## src/rtl/pba_pkg.sv

```systemverilog
// Shared types and constants of the page bitmap allocator.
// Used by the controller, the datapath and the top level.
package pba_pkg;

    localparam int MODE_W     = 3;
    localparam int PAGE_IN_W  = 20;
    localparam int LEN_W      = 14;
    localparam int STATUS_W   = 2;
    localparam int GRANT_W    = 13;
    localparam int REF_W      = 16;
    localparam int TOTAL_W    = 14;
    localparam int CFG_IDX_W  = 4;
    localparam int CFG_DATA_W = 14;

    localparam logic [REF_W-1:0] REF_LIMIT = 16'hFFFF;

    localparam logic [MODE_W-1:0] MODE_INIT      = 3'd0;
    localparam logic [MODE_W-1:0] MODE_ALLOC_ONE = 3'd1;
    localparam logic [MODE_W-1:0] MODE_ALLOC_RUN = 3'd2;
    localparam logic [MODE_W-1:0] MODE_FREE      = 3'd3;
    localparam logic [MODE_W-1:0] MODE_ADD_REF   = 3'd4;
    localparam logic [MODE_W-1:0] MODE_READ_REF  = 3'd5;

    localparam logic [STATUS_W-1:0] ST_DONE    = 2'd0;
    localparam logic [STATUS_W-1:0] ST_FAILED  = 2'd1;
    localparam logic [STATUS_W-1:0] ST_IGNORED = 2'd2;

    localparam logic [CFG_IDX_W-1:0] REG_TOTAL_PAGES    = 4'd0;
    localparam logic [CFG_IDX_W-1:0] REG_RESERVED_PAGES = 4'd1;

    localparam logic [TOTAL_W-1:0] TOTAL_RESET    = 14'd8192;
    localparam logic [TOTAL_W-1:0] RESERVED_RESET = 14'd256;

    typedef struct packed {
        logic [MODE_W-1:0]    mode;
        logic [PAGE_IN_W-1:0] page_number;
        logic [LEN_W-1:0]     run_length;
    } req_t;

    typedef struct packed {
        logic [STATUS_W-1:0] status;
        logic [GRANT_W-1:0]  granted_page;
        logic [REF_W-1:0]    ref_count;
        logic [TOTAL_W-1:0]  free_total;
        logic [TOTAL_W-1:0]  used_total;
    } rsp_t;

    typedef struct packed {
        logic [CFG_IDX_W-1:0]  index;
        logic [CFG_DATA_W-1:0] value;
    } cfg_t;

    typedef enum logic [3:0] {
        CMD_NOP,
        CMD_LATCH,
        CMD_INIT_SETUP,
        CMD_SWEEP,
        CMD_SCAN_SETUP,
        CMD_SCAN_READ,
        CMD_SCAN_EVAL,
        CMD_TAKE_READ,
        CMD_TAKE_WRITE,
        CMD_REF_FILL,
        CMD_FETCH,
        CMD_UPDATE,
        CMD_IGNORE,
        CMD_EMIT
    } cmd_t;

    typedef struct packed {
        logic [MODE_W-1:0] mode;
        logic              pre_fail;
        logic              found;
        logic              scan_done;
        logic              word_last;
        logic              ref_last;
        logic              sweep_last;
        logic              out_free;
    } stat_t;

endpackage

```

## src/rtl/pba_ctrl.sv

```systemverilog
// Sequencer of the page allocator: issues one datapath command per cycle.
// Depends on pba_pkg.
module pba_ctrl (
    input  logic           clk,
    input  logic           rst_n,
    input  logic           req_valid,
    output logic           req_ready,
    input  pba_pkg::stat_t stat,
    output pba_pkg::cmd_t  cmd
);
    typedef enum logic [3:0] {
        S_CLEAR,
        S_IDLE,
        S_DISPATCH,
        S_SWEEP,
        S_SCAN_RD,
        S_SCAN_EV,
        S_TAKE_RD,
        S_TAKE_WR,
        S_REF_FILL,
        S_UPDATE,
        S_FINISH
    } state_t;

    state_t state_reg;
    state_t state_next;

    always_comb
    begin
        state_next = state_reg;
        cmd        = pba_pkg::CMD_NOP;
        unique case (state_reg)
            S_CLEAR:
            begin
                cmd = pba_pkg::CMD_SWEEP;
                if (stat.sweep_last)
                begin
                    state_next = S_IDLE;
                end
            end
            S_IDLE:
            begin
                if (req_valid)
                begin
                    cmd        = pba_pkg::CMD_LATCH;
                    state_next = S_DISPATCH;
                end
            end
            S_DISPATCH:
            begin
                unique case (stat.mode)
                    pba_pkg::MODE_INIT:
                    begin
                        cmd        = pba_pkg::CMD_INIT_SETUP;
                        state_next = S_SWEEP;
                    end
                    pba_pkg::MODE_ALLOC_ONE, pba_pkg::MODE_ALLOC_RUN:
                    begin
                        cmd        = pba_pkg::CMD_SCAN_SETUP;
                        state_next = stat.pre_fail ? S_FINISH : S_SCAN_RD;
                    end
                    pba_pkg::MODE_FREE, pba_pkg::MODE_ADD_REF, pba_pkg::MODE_READ_REF:
                    begin
                        cmd        = pba_pkg::CMD_FETCH;
                        state_next = S_UPDATE;
                    end
                    default:
                    begin
                        cmd        = pba_pkg::CMD_IGNORE;
                        state_next = S_FINISH;
                    end
                endcase
            end
            S_SWEEP:
            begin
                cmd = pba_pkg::CMD_SWEEP;
                if (stat.sweep_last)
                begin
                    state_next = S_FINISH;
                end
            end
            S_SCAN_RD:
            begin
                cmd        = pba_pkg::CMD_SCAN_READ;
                state_next = S_SCAN_EV;
            end
            S_SCAN_EV:
            begin
                cmd = pba_pkg::CMD_SCAN_EVAL;
                priority if (stat.found)
                begin
                    state_next = S_TAKE_RD;
                end
                else if (stat.scan_done)
                begin
                    state_next = S_FINISH;
                end
                else
                begin
                    state_next = S_SCAN_RD;
                end
            end
            S_TAKE_RD:
            begin
                cmd        = pba_pkg::CMD_TAKE_READ;
                state_next = S_TAKE_WR;
            end
            S_TAKE_WR:
            begin
                cmd        = pba_pkg::CMD_TAKE_WRITE;
                state_next = stat.word_last ? S_REF_FILL : S_TAKE_RD;
            end
            S_REF_FILL:
            begin
                cmd = pba_pkg::CMD_REF_FILL;
                if (stat.ref_last)
                begin
                    state_next = S_FINISH;
                end
            end
            S_UPDATE:
            begin
                cmd        = pba_pkg::CMD_UPDATE;
                state_next = S_FINISH;
            end
            S_FINISH:
            begin
                if (stat.out_free)
                begin
                    cmd        = pba_pkg::CMD_EMIT;
                    state_next = S_IDLE;
                end
            end
            default:
            begin
                state_next = S_IDLE;
            end
        endcase
    end

    always_ff @(posedge clk or negedge rst_n)
    begin
        if (!rst_n)
        begin
            state_reg <= S_CLEAR;
            req_ready <= 1'b0;
        end
        else
        begin
            state_reg <= state_next;
            req_ready <= (state_next == S_IDLE);
        end
    end
endmodule

```

## config.mk

```make
export PLATFORM = sky130hd
export DESIGN_NAME = pba_ctrl
export DESIGN_NICKNAME = d
export VERILOG_FILES = /design/src/rtl/pba_pkg.sv /design/src/rtl/pba_ctrl.sv
export SDC_FILE = /design/constraint.sdc
export NUM_CORES = 1
export LEC_CHECK = 0
export ABC_AREA = 1
export BUFFER_PORTS_ARGS = -buffer_cell sky130_fd_sc_hd__buf_2
export CELL_PAD_IN_SITES_DETAIL_PLACEMENT = 0
export CELL_PAD_IN_SITES_GLOBAL_PLACEMENT = 2
export CORE_UTILIZATION = 21
export CTS_CLUSTER_DIAMETER = 50
export CTS_CLUSTER_SIZE = 12
export DETAILED_ROUTE_END_ITERATION = 6
export PLACE_DENSITY_LB_ADDON = 0.1
export RECOVER_POWER = 50
export SLEW_MARGIN = 20
export SYNTH_ARGS = -nofsm -noshare
export SYNTH_HDL_FRONTEND = slang
export SYNTH_SLANG_ARGS = --single-unit
```

## constraint.sdc

```tcl
create_clock -name clk -period 1.1 [get_ports clk]
set_input_delay 0 -clock clk [delete_from_list [all_inputs] [get_ports clk]]
set_output_delay 0 -clock clk [all_outputs]
set_load 0.03 [all_outputs]
```

Word level (Yosys, flattened, before mapping)
Cells that the tools add are included.
Cells by class
  eq/ne operators: 16
  multiplexer cells: 15
  reduce and logical (&&, ||, !) cells: 5
Operator list (number)
  $pmux W4 S11: 1
  $mux W4: 10
  $pmux W4 S10: 1
  $pmux W4 S3: 2
  $eq A4 B3 Y1 const B: 4
  $eq A4 B4 Y1 const B: 3
  $eq A4 B1 Y1 const B: 2
  $eq A4 B2 Y1 const B: 2
  $eq A3 B2 Y1 const B: 2
  $eq A3 B3 Y1 const B: 2
  $logic_not A4 Y1: 1
  $reduce_or A2 Y1: 2
  $eq A3 B1 Y1 const B: 1
  $logic_not A3 Y1: 1
  $reduce_or A3 Y1: 1
  $mux W1: 1
Storage, ports and cells
  register bits after elaboration: 5
  input port bits: 13
  output and inout port bits: 5
  logic and storage cells: 38

Logic depth before layout (Yosys ltp)
  word-level depth: 5
  depth in mapped cells: 10
  depth with buffers taken out: 10

Worst setup path before layout
Ideal clock, no wire load.
  kind: reg-to-output
  start: register state_reg[0]
  end: output port cmd[3]
  arrival time: 1.339 ns
  required time: 1.100 ns
  setup slack: -0.239 ns
  stages on the path, launching flop included: 6
  buffers on the path: 0
  cell sequence: dfrtp_1 nor2_4 inv_1 nor2_4 inv_1 o221ai_1
Between the ends
  cells in the longest elaborated chain, start to end: 3
  elaborated cells on any way between the ends: 13
  those cells by class: eq/ne: 10; mux: 1; reduce/logical: 2
RTL lines
  start, declared: line pba_ctrl.sv:25  | state_t state_reg;
  start signal, assigned: line pba_ctrl.sv:150  | state_reg <= state_next;
  $eq A4 B2 Y1 or $logic_not A4 Y1 (tied branches): line pba_ctrl.sv:32  | unique case (state_reg)
  $reduce_or A2 Y1 (no line)
  $pmux W4 S10 (*): line pba_ctrl.sv:32
  end, declared: line pba_ctrl.sv:9  | output pba_pkg::cmd_t cmd
Every way passes the cells marked *; elsewhere a longest branch is shown, timed or not.

Worst setup path after layout
  start: register state_reg[2]
  end: output port cmd[0]
The elaborated chain is that of the path after synthesis.

==> summary.txt <==
Logic synthesis
  • Synth cell count leaders: 36 x nand2_1, 21 x inv_1, 15 x nor2_1
  • Top post-synthesis cells by area: nand2_1 23%, dfrtp_1 22%, inv_1 14%, nor2_1 9.7%, nand3_1 8.6%
  • Number of synthesized register bits: 5
  • Ys flop type: dfrtp_1
  • Synth warnings: 0
  • Most frequent cell after synthesis: nand2_1
  • Syn Area/Cell: 5.414 sq um
  • Largest area contributor in the netlist: nand2_1
  • Post-synthesis cell type count: 17
  • Post-Syn Instances: 107
  • Area share of the largest cell type after synthesis: 0.2333
  • Synth Cell Area: 579.3 sq um
  • Register area share after synthesis: 0.2160
  • Syn Nets: 120
  • Async SR Flop Fraction: 1.000
  • Post-synth EDFFs: 0

Place
  • Post-place setup slack: -0.2613 ns
  • Final HPWL DP: roughly 1500 um
  • PortBufs: 17
  • GP Congestion: roughly 0.8

Critical path
  • Reg2reg path depth: 10
  • Slowest CP cell: dfrtp_1
  • Reg2reg start: state_reg[2]
  • Critical Path AT: 1.44 ns
  • R2R Setup Slk: -0.29 ns
  • Crit path max fanout: 3
  • Crit. End Element: primary output
  • CP Launch Type: register
  • Worst setup path class: register to primary output
  • CP cell instances: buf_6 -> nand2_4 -> or2_4 -> buf_4 -> nand4_1 -> buf_6
  • Reg-to-reg critical path endpoint: req_ready
  • CP dominant cell by count: buf_6
  • Crit path largest cell delay: 0.42 ns
  • Worst Path Required: 1.10 ns

Detailed routing
  • WL final: roughly 1800 um
  • Via-to-Cell Ratio: about 4.3
  • Drt wl/cell: roughly 10 um
  • Remaining DRCs: 0
  • Initial DRC Count: 8
  • Routed Antenna Nets: 0
  • Via count: 750
  • Drt pass-1 iters: 4

STA
  • Final period util: 1.308
  • Clock Skews: 0.002051 ns
  • Hold Violations, Final: 0
  • Slew margin rel.: 0.8156
  • PnR worst setup slack: -0.3389 ns
  • Final setup vio count: 9
  • RSZ-0062 raised after global routing: yes
  • Final setup TNS: -2.174 ns
  • Slew Limit Fails: 0
  • Max Clk Rate: around 690 MHz
  • Tmin final: 1.439 ns
  • Worst Tran Pin Value: 0.2767 ns

Final layout
  • Largest register FFs: 4
  • Layout cells sized above 1: 0.4722
  • Ant. Diodes: 0
  • Area of the multi-input gates: 464.2 sq um
  • Seq. cell area: between 100 and 150 sq um
  • Net count, final: 158
  • Area Overhead vs Synth: 69.76%
  • Fillers: roughly 280

CTS
  • Num CTS Buffers: 3
  • Worst skew pair latency: 0.24 ns
  • Longest Clk Path Bufs: 2
  • CTS root buf: clkbuf_4
  • TritonCTS clock tree: done
  • Register clock-pin slew on the reported worst setup and hold paths: approximately 0.040 ns
  • H-Tree Depth: 1
  • Clock Sink Count: 5

Die
  • Die X: between 50 and 60 um
  • Die Ht: 54.52 um
  • Initial Utilization: 0.2276
  • Rows: 18
  • Core area: 2545 sq um
  • IO Pins: 18
  • Die ar.: 2972 sq um

Hold path
  • Hold Crit Class: input pin to register
  • Hold endpoint: state_reg[1]
  • WHS Path Cells: 5
  • Hold Startpoint: req_valid

Status
  • Failing checks: negative setup slack
  • Status: complete, but fails checks

GRT
  • GRT Total Usage: 0.1392
  • Vias in the first global route: 702
  • Largest net degree at the start of global routing: 7
  • First-pass GRT wire length: 2939 um
  • Total grt overflow: 0
  • Initial antenna violation count: 0

Pwr
  • Switching part of the total: 0.5211
  • Power density over cell area: 2711 nW/um^2
  • Flop pwr share: 0.135
  • VDD IR max: 1.154 mV
  • Sw power: 1390 uW
  • LEAKAGE: around 0.00056 uW
  • Final Power: 2667 uW
  • Power share of the clock group: 0.078
  • Internal power: 1277 uW
  • Combinational group share of total power: 0.786

Run
  • Max-cap viol count: 0
-- per-layer routing --
layer	global-route usage	share of wire	vias up
met5	0	0	-
met4	0.01282	0	0
met3	0.03889	0.035	0
met2	0.2581	0.50	8
met1	0.1620	0.46	340
li1	-	-	402
-- placed cells by master, fill, tap and decap left out --
| cell type | count |
|---|---|
| clkbuf_4 | 3 |
| clkbuf_1 | 2 |
| nor2_4 | 5 |
| or2_4 | 1 |
| inv_1 | 16 |
| nand4_1 | 2 |
| nand3_1 | 5 |
| nand2_2 | 4 |
| o221ai_2 | 1 |
| nand2_1 | 32 |
| buf_4 | 12 |
| nand3_2 | 4 |
| buf_2 | 12 |
| o211ai_1 | 2 |
| nor2_1 | 7 |
| o21ai_1 | 2 |
| dlygate4sd3_1 | 1 |
| nor2_2 | 7 |
| buf_6 | 7 |
| a21oi_1 | 1 |
| nand3b_2 | 1 |
| dfrtp_2 | 1 |
| nand3_4 | 1 |
| o21ai_0 | 2 |
| inv_2 | 7 |
| dfrtp_1 | 4 |
| nand2_4 | 2 |
-- timing repair --
action	CTS	global route
gates resized for setup	22	8
pin swaps	7	14
hold buffers	1	0
endpoints found under the setup margin	9	9
hold endpoints to repair	5	0
buffers inserted	6	2
-- critical path: cells and delay by family, from the launching register on --
| kind | cells | cell delay [ns] |
|---|---|---|
| simple gates | 3 | 0.38 |
| buf+inv | 3 | 0.40 |
| flops | 1 | 0.42 |
-- kinds of logic after synthesis --
group / synth area share
AO/OA/AOI/OAI: 0.08420
buffers and inverters: 0.1490
flip-flops: 0.2160
AND/OR/NAND/NOR: 0.5507
-- power by group through the flow --
stage               registers [uW]  logic [uW]  clock network [uW]
floorplan                      368        1120                   0
global placement               352        1630                   0
detailed placement             359        1590                   0
CTS                            355        2010                 214
global route                   368        2290                 245
finish                         361        2100                 209
-- per-stage QoR --
stage / cell area [sq um] / std cells / hold WS (ns) / utilization
after global routing: 983.4 / 174 / 0.1434 / 0.3864
after global placement: 779.5 / 161 / -0.1832 / 0.3063
final: 983.4 / 174 / 0.1049 / 0.3864
after floorplan: 604.3 / 107 / -0.2956 / -
after CTS: 935.9 / 172 / 0.09835 / 0.3677
after detailed placement: 779.5 / 161 / -0.1828 / 0.3063
-- area by class of cell --
cell class,instances,share of cell area
Multi-Input combinational cell,79,0.4720
Timing Repair Buffer,33,0.2468
Sequential cell,5,0.1285
Inverter,23,0.08779
Tap cell,30,0.03817
Clock buffer,4,0.02672
-- worst max-delay path by stage --
stage / from / endpoint / slack (ns) / cells past startpoint
after global placement: state_reg[3] / cmd[3] / -0.26 / 7
after floorplan: state_reg[0] / cmd[3] / -0.06 / 5
final: state_reg[2] / cmd[0] / -0.34 / 6
after detailed placement: state_reg[3] / cmd[3] / -0.26 / 7
after global routing: state_reg[1] / cmd[1] / -0.44 / 6
after CTS: state_reg[2] / cmd[0] / -0.36 / 6
Power figures use the tool's default switching activity.
